===== src/hw/rtl/etfp_pkg.sv =====
`default_nettype none

package etfp_pkg;

  localparam int INDEX_BITS = 12;
  localparam int FRAC_BITS  = 28;
  localparam int WORD_BITS  = FRAC_BITS + 4;
  localparam int STEP_BITS  = 30;
  localparam int ITER_BITS  = 16;
  localparam int GRAY_BITS  = 8;

  localparam int PROD_BITS  = INDEX_BITS + STEP_BITS;
  localparam int MUL_BITS   = 2 * WORD_BITS;
  localparam int EXT_BITS   = 2 * WORD_BITS - FRAC_BITS + 2;
  localparam int SAT_BITS   = (EXT_BITS > PROD_BITS + 2) ? EXT_BITS : PROD_BITS + 2;

  localparam int DIVD_BITS    = ITER_BITS + GRAY_BITS;
  localparam int DIV_CNT_BITS = $clog2(DIVD_BITS + 1);

  localparam int QUEUE_DEPTH = 2;
  localparam int QPTR_BITS   = (QUEUE_DEPTH > 1) ? $clog2(QUEUE_DEPTH) : 1;

  localparam int REG_IDX_BITS = 2;
  localparam int ADDR_BITS    = REG_IDX_BITS + 2;
  localparam int DATA_BITS    = 32;

  localparam logic [REG_IDX_BITS-1:0] REG_MAX_ITER = 2'd0;
  localparam logic [REG_IDX_BITS-1:0] REG_X_STEP   = 2'd1;
  localparam logic [REG_IDX_BITS-1:0] REG_Y_STEP   = 2'd2;

  localparam logic [ITER_BITS-1:0] RST_MAX_ITER = 16'd1000;
  localparam logic [STEP_BITS-1:0] RST_X_STEP   = 30'd268435;
  localparam logic [STEP_BITS-1:0] RST_Y_STEP   = 30'd268435;

  typedef logic signed [WORD_BITS-1:0] word_t;
  typedef logic signed [SAT_BITS-1:0]  wide_t;
  typedef logic signed [MUL_BITS-1:0]  prod_t;

  localparam wide_t WIDE_MAX    = wide_t'({1'b0, {(WORD_BITS-1){1'b1}}});
  localparam wide_t WIDE_MIN    = ~WIDE_MAX;
  localparam wide_t FX_ONE      = wide_t'(1) << FRAC_BITS;
  localparam wide_t FX_FOUR     = wide_t'(4) << FRAC_BITS;
  localparam wide_t FX_TWO_HALF = wide_t'(5) << (FRAC_BITS - 1);

  typedef struct packed {
    logic [ITER_BITS-1:0] max_iterations;
    logic [STEP_BITS-1:0] x_step;
    logic [STEP_BITS-1:0] y_step;
  } cfg_t;

  typedef struct packed {
    logic [INDEX_BITS-1:0] column;
    logic [INDEX_BITS-1:0] row;
    word_t                 c_re;
    word_t                 c_im;
  } job_t;

  function automatic word_t sat_word(input wide_t v);
    word_t r;
    if (v > WIDE_MAX) begin
      r = WIDE_MAX[WORD_BITS-1:0];
    end else if (v < WIDE_MIN) begin
      r = WIDE_MIN[WORD_BITS-1:0];
    end else begin
      r = v[WORD_BITS-1:0];
    end
    return r;
  endfunction

endpackage

`default_nettype wire


===== src/hw/rtl/etfp_ifs.sv =====
`default_nettype none

interface etfp_pix_if;
  import etfp_pkg::*;
  logic                  valid;
  logic                  ready;
  logic [INDEX_BITS-1:0] column;
  logic [INDEX_BITS-1:0] row;
  modport source (output valid, output column, output row, input ready);
  modport sink   (input valid, input column, input row, output ready);
endinterface


`default_nettype wire


===== src/hw/rtl/etfp_front.sv =====
`default_nettype none

module etfp_front (
  input  logic            clk,
  input  logic            rst_n,
  input  etfp_pkg::cfg_t  cfg,
  etfp_pix_if.sink        in_pix,
  output etfp_pkg::job_t  job,
  output logic            job_valid,
  input  logic            job_ready
);
  import etfp_pkg::*;

  logic                  vld_r;
  logic [INDEX_BITS-1:0] col_r;
  logic [INDEX_BITS-1:0] row_r;
  word_t                 re_r;
  word_t                 im_r;
  logic [PROD_BITS-1:0]  re_prod;
  logic [PROD_BITS-1:0]  im_prod;
  wide_t                 re_wide;
  wide_t                 im_wide;
  logic                  take;

  assign in_pix.ready = !vld_r || job_ready;
  assign take         = in_pix.valid && in_pix.ready;

  assign re_prod = PROD_BITS'(in_pix.column) * PROD_BITS'(cfg.x_step);
  assign im_prod = PROD_BITS'(in_pix.row) * PROD_BITS'(cfg.y_step);
  assign re_wide = wide_t'(re_prod) - FX_TWO_HALF;
  assign im_wide = FX_ONE - wide_t'(im_prod);

  always_ff @(posedge clk) begin
    if (!rst_n) begin
      vld_r <= 1'b0;
    end else if (take) begin
      vld_r <= 1'b1;
    end else if (job_ready) begin
      vld_r <= 1'b0;
    end
  end

  always_ff @(posedge clk) begin
    if (take) begin
      col_r <= in_pix.column;
      row_r <= in_pix.row;
      re_r  <= sat_word(re_wide);
      im_r  <= sat_word(im_wide);
    end
  end

  assign job_valid  = vld_r;
  assign job.column = col_r;
  assign job.row    = row_r;
  assign job.c_re   = re_r;
  assign job.c_im   = im_r;

endmodule

`default_nettype wire


===== src/flat_wrapper.sv =====
// flat-port wrapper written by rule: the top's interface ports become plain ports
module etfp_front_flat import etfp_pkg::*;
  (clk, rst_n, cfg, job, job_valid, job_ready, in_pix_valid, in_pix_column, in_pix_row, in_pix_ready);
  etfp_pix_if in_pix_i ();
  input  logic clk;
  input  logic rst_n;
  input  etfp_pkg::cfg_t cfg;
  output etfp_pkg::job_t job;
  output logic job_valid;
  input  logic job_ready;
  input wire logic [$bits(in_pix_i.valid)-1:0] in_pix_valid;
  input wire logic [$bits(in_pix_i.column)-1:0] in_pix_column;
  input wire logic [$bits(in_pix_i.row)-1:0] in_pix_row;
  output wire logic [$bits(in_pix_i.ready)-1:0] in_pix_ready;
  assign in_pix_i.valid = in_pix_valid;
  assign in_pix_i.column = in_pix_column;
  assign in_pix_i.row = in_pix_row;
  assign in_pix_ready = in_pix_i.ready;
  etfp_front u_core (.clk(clk), .rst_n(rst_n), .cfg(cfg), .in_pix(in_pix_i), .job(job), .job_valid(job_valid), .job_ready(job_ready));
endmodule

===== config.mk =====
export PLATFORM = sky130hd
export DESIGN_NAME = etfp_front_flat
export DESIGN_NICKNAME = d
export VERILOG_FILES = /design/src/hw/rtl/etfp_pkg.sv /design/src/hw/rtl/etfp_ifs.sv /design/src/hw/rtl/etfp_front.sv /design/src/flat_wrapper.sv
export SDC_FILE = /design/constraint.sdc
export NUM_CORES = 2
export LEC_CHECK = 0
export BUFFER_PORTS_ARGS = -buffer_cell sky130_fd_sc_hd__buf_4
export CAP_MARGIN = 20
export CORE_MARGIN = 8
export CORE_UTILIZATION = 45
export DETAILED_ROUTE_END_ITERATION = 16
export GPL_TIMING_DRIVEN = 0
export SYNTH_ARGS = -nofsm -noshare
export SYNTH_HDL_FRONTEND = slang
export SYNTH_SLANG_ARGS = --single-unit

===== constraint.sdc =====
create_clock -name clk -period 7.93 [get_ports clk]
set_input_delay 0.3965 -clock clk [delete_from_list [all_inputs] [get_ports clk]]
set_output_delay 0.3965 -clock clk [all_outputs]
set_load 0.03 [all_outputs]

==> results by stage <==
Timing:
- The setup violation total in the final timing report is 0.
- The worst pin sits at a relative slew slack of 45.41%.
- Setup repair after global routing left no endpoint under its margin.
- The total count of hold-check failures in the final report is 0.
- The ratio of final minimum period to clock period is 96.97%.
- The final critical-path required period is 7.690 ns.
- The final number of max-transition violations is 0.
- The maximum clock rate is 130.0 MHz.
- The worst-case setup margin in the final layout is 0.2400 ns.
- The worst clock skew on the final layout is 0.03003 ns.
- At the pin with the least slew margin, the transition time is 0.8189 ns.

Placement:
- The HPWL after detailed placement is 68,280 µm.
- The placed instances occupy a cell area of 0.02959 mm².
- The number of port buffers is 177.
- The worst-case setup slack after placement is -1.224 ns.
- The last weighted congestion value of the routability-driven placer is 0.9389.

Synth:
- Sequential cells were found to cover 9.770% of the synthesized design area.
- By area, the combinational part of the netlist is dominated by adder cells.
- The compound-cell area share of the yosys netlist is 7.607%.
- sky130_fd_sc_hd__inv_1 is the most common cell in the netlist.
- In this run, synthesis produced a sequential element count of 89.
- sky130_fd_sc_hd__fa_1 takes more of the synthesized area than any other cell.
- The top-area cell type share of the netlist area is 41.36%.
- The post-synthesis mux area share is 0.03673%.
- For this run, the number of Yosys warnings is 0.
- The main flop type after synthesis is sky130_fd_sc_hd__edfxtp_1.
- Summing every instance area after synthesis gives 0.02725 mm².
- After synthesis, the cell types taking the most area are sky130_fd_sc_hd__fa_1 (41%), sky130_fd_sc_hd__ha_1 (10%), sky130_fd_sc_hd__inv_1 (10%), sky130_fd_sc_hd__edfxtp_1 (9.7%), sky130_fd_sc_hd__nand2_1 (7.3%).
- The mean area per synthesized cell is 8.772 µm².
- The post-synthesis cell count is 3,107.
- After synthesis, the share of flip-flops with an asynchronous set or reset is 0%.
- The distinct cell type count after synthesis is 70.
- Yosys mapped a number of flops with a built-in enable equal to 88.
- The total nets after synthesis is 4,002.
- Of the total synthesized cell area, the portion taken by full adders, half adders and majority gates is 51.82%.
- By count the netlist is led by sky130_fd_sc_hd__inv_1 (742), sky130_fd_sc_hd__fa_1 (563), sky130_fd_sc_hd__nand2_1 (529).
- Of the total synthesized cell area, the portion taken by AND, OR, NAND and NOR gates is 16.09%.
- After Yosys synthesis, XOR and XNOR cells account for 2.121% of the synthesized area.

Drt:
- After detailed routing, the number of remaining DRC violations is 0.
- The count of nets left with antenna violations once routing finished came out at 0.
- The DRC violation total after the first TritonRoute iteration is 1,327.
- The routed via count divided by cell count is 5.201.
- The routed design has 80,070 µm of wire.
- For this run, the detailed router's first-pass iteration total came to 5.
- The routed length per placed instance is 19.62 µm.
- The routed layout has 21,220 vias.

Worst setup path:
- The startpoint of the most critical register-to-register path is u_core.job_valid$_SDFFE_PN0P_.
- The length in cells of the worst reg-to-reg path is 3.
- STA classifies the critical path endpoint as a flop.
- The cell type with the highest occurrence count on the critical path is sky130_fd_sc_hd__fa_1.
- Data on the critical path arrives at its endpoint at 7.75 ns.
- The critical path ends at u_core.im_r[26]$_SDFFCE_PN1P_.
- STA classifies the critical path startpoint as an input port.
- The maximum fanout encountered on the critical timing path is 10.
- In this design, the stage delay of the slowest critical-path cell is 0.61 ns.
- The kind of critical path is in2reg.
- The endpoint identified for the worst register-to-register timing path is u_core.re_r[30]$_SDFFCE_PN1P_.
- The kind of cell with the highest combined delay along the critical path is adder cells.
- The setup check on the worst reg-to-reg path leaves a slack of 6.23 ns.
- The required time reported for the critical path endpoint is 7.99 ns.
- The critical path runs through a total of 23 cells.
- The start point of the critical path is in_pix_row[8].
- Together, buffers and inverters on the worst path number 5.
- The critical path goes through buf_4 -> clkbuf_1 -> and2_1 -> fa_1 -> fa_1 -> fa_1 -> fa_1 -> fa_1 -> inv_1 -> ha_1 -> clkbuf_1 -> nand4_1 -> nor4bb_1 -> nand2_1 -> nor4_4 -> o21ai_0 -> nand2_1 -> nand3_1 -> a31o_2 -> xnor2_2 -> a41oi_4 -> clkbuf_1 -> o21ai_0.
- The slowest stage of the critical path belongs to the cell sky130_fd_sc_hd__clkbuf_1.

Layout:
- The area of all placed cells without fillers is 0.03004 mm².
- 0 antenna diodes ended up in the layout.
- The share of cells above drive strength 1 is 8.126%.
- Compared with the post-synthesis result, the final layout area differs by 10.23%.
- The core occupancy in the finished layout is 49.96%.
- The number of nets at the end of the flow is 4,188.

Floorplan:
- For this configuration, the core starts out at a cell density of 45.32%.
- In this run the vertical extent of the chip is 262.1 µm.
- In this run the count of I/O pins placed on the die edge is 194.
- The total core area is 0.06013 mm².
- The initialized floorplan defines 90 standard-cell rows.
- The die is 262.1 µm wide.
- The die covers 0.06869 mm².

GRT:
- The pin count of the biggest net entering global routing is 49.
- The number of antenna violations at the first check in global routing came to 2.
- The number of global-route vias before repair is 23,110.
- The leftover overflow at the end of global routing is 0.
- The first global-routing pass estimated 128,100 µm of wire.
- Global routing used 24.19% of the available tracks across all layers.

Job:
- Max-cap violations in this run came to 0.

Worst hold path:
- The path type of the worst min-delay path is in2reg.

Clock tree:
- The clock passes through at most 2 buffers.
- The number of H-tree levels is 3.
- The number of sinks driven by the clock tree is 89.
- The total CTS buffers is 9.
- The buffer cell driving the clock tree root is sky130_fd_sc_hd__clkbuf_16.
- The CTS tree is done.
- The clock reaches the later pin of the worst-skew pair after 0.41 ns.
- The clock-pin slew on the worst setup and hold paths is 0.10 ns.

Status:
- The run finished with clean final reports.
## metal layers
metal	vias up	part of all wire [%]	wire length, µm	GRT usage, %
li1	9678	-	-	-
met1	10660	42	33450	31.37
met2	734	48	38470	41.12
met3	146	6.3	5059	3.187
met4	0	3.8	3082	9.143
met5	-	0	0	0
## cell type report
cell class	instances	area, µm²
fillers	5864	30090
multi-input cells	2109	21240
inverters	742	2785
flip-flops and latches	89	2663
repair buffers	181	1375
well taps	782	978.4
plain buffers	161	671.9
clock buffers	10	229.0
clock inverters	6	96.34
## kinds of logic (layout without fill, tap and decap cells)
family	after synthesis	after routing
and+or+nand+nor	939	939
buffers and inverters	909	1100
adders and majority gates	791	791
AOI/OAI and AO/OA	312	312
DFF	89	89
xor gates and xnor gates	66	66
muxes	1	1
## sequential cells by signal (all words and copies together), names as in the netlist
name / count
u_core.im_r: 32
u_core.col_r: 12
u_core.row_r: 12
u_core.re_r: 32
u_core.job_valid: 1
## metrics by stage
stage | hold WS [ns] | std cells | TNS (ns)
3_3_place_gp | 0.5084 | 4066 | -44.50
2_1_floorplan | 0.4954 | 3107 | 0
6_report | 0.1873 | 4080 | 0
4_1_cts | 0.1556 | 4084 | 0
5_1_grt | 0.1647 | 4080 | 0
3_5_place_dp | 0.5537 | 4068 | -47.93
## worst min path at each step
stage / startpoint / end / slack [ns] / cells after the start
after detailed placement: u_core.job_valid$_SDFFE_PN0P_ / u_core.job_valid$_SDFFE_PN0P_ / 0.55 / 2
after floorplan: in_pix_column[0] / u_core.col_r[0]$_DFFE_PP_ / 0.50 / 0
after global placement: u_core.job_valid$_SDFFE_PN0P_ / u_core.job_valid$_SDFFE_PN0P_ / 0.51 / 2
after CTS: in_pix_row[0] / u_core.row_r[0]$_DFFE_PP_ / 0.16 / 1
after global routing: in_pix_row[0] / u_core.row_r[0]$_DFFE_PP_ / 0.16 / 1
final: in_pix_row[0] / u_core.row_r[0]$_DFFE_PP_ / 0.19 / 1
## placed cells by master, fill, tap and decap left out, types with 23 or more instances in the layout
cell,instances
sky130_fd_sc_hd__inv_1,742
sky130_fd_sc_hd__fa_1,563
sky130_fd_sc_hd__nand2_1,529
sky130_fd_sc_hd__and2_1,260
sky130_fd_sc_hd__ha_1,228
sky130_fd_sc_hd__buf_4,179
sky130_fd_sc_hd__clkbuf_1,111
sky130_fd_sc_hd__edfxtp_1,88
sky130_fd_sc_hd__a21oi_1,76
sky130_fd_sc_hd__nor2_1,59
sky130_fd_sc_hd__a21o_1,58
sky130_fd_sc_hd__o21ai_0,53
sky130_fd_sc_hd__clkbuf_2,46
sky130_fd_sc_hd__xnor2_1,35
sky130_fd_sc_hd__xor2_1,30
sky130_fd_sc_hd__nand3_1,23
## timing repair
item / CTS / global route
setup buffers: 0 / 2
resized for setup: 33 / 66
pin swaps: 0 / 1
hold buffers: 0 / 0
setup endpoints to repair: 61 / 61
Power is left out: the tool's default activity adds up to more than one toggle a clock period on the data nets, which glitch-free logic cannot reach.
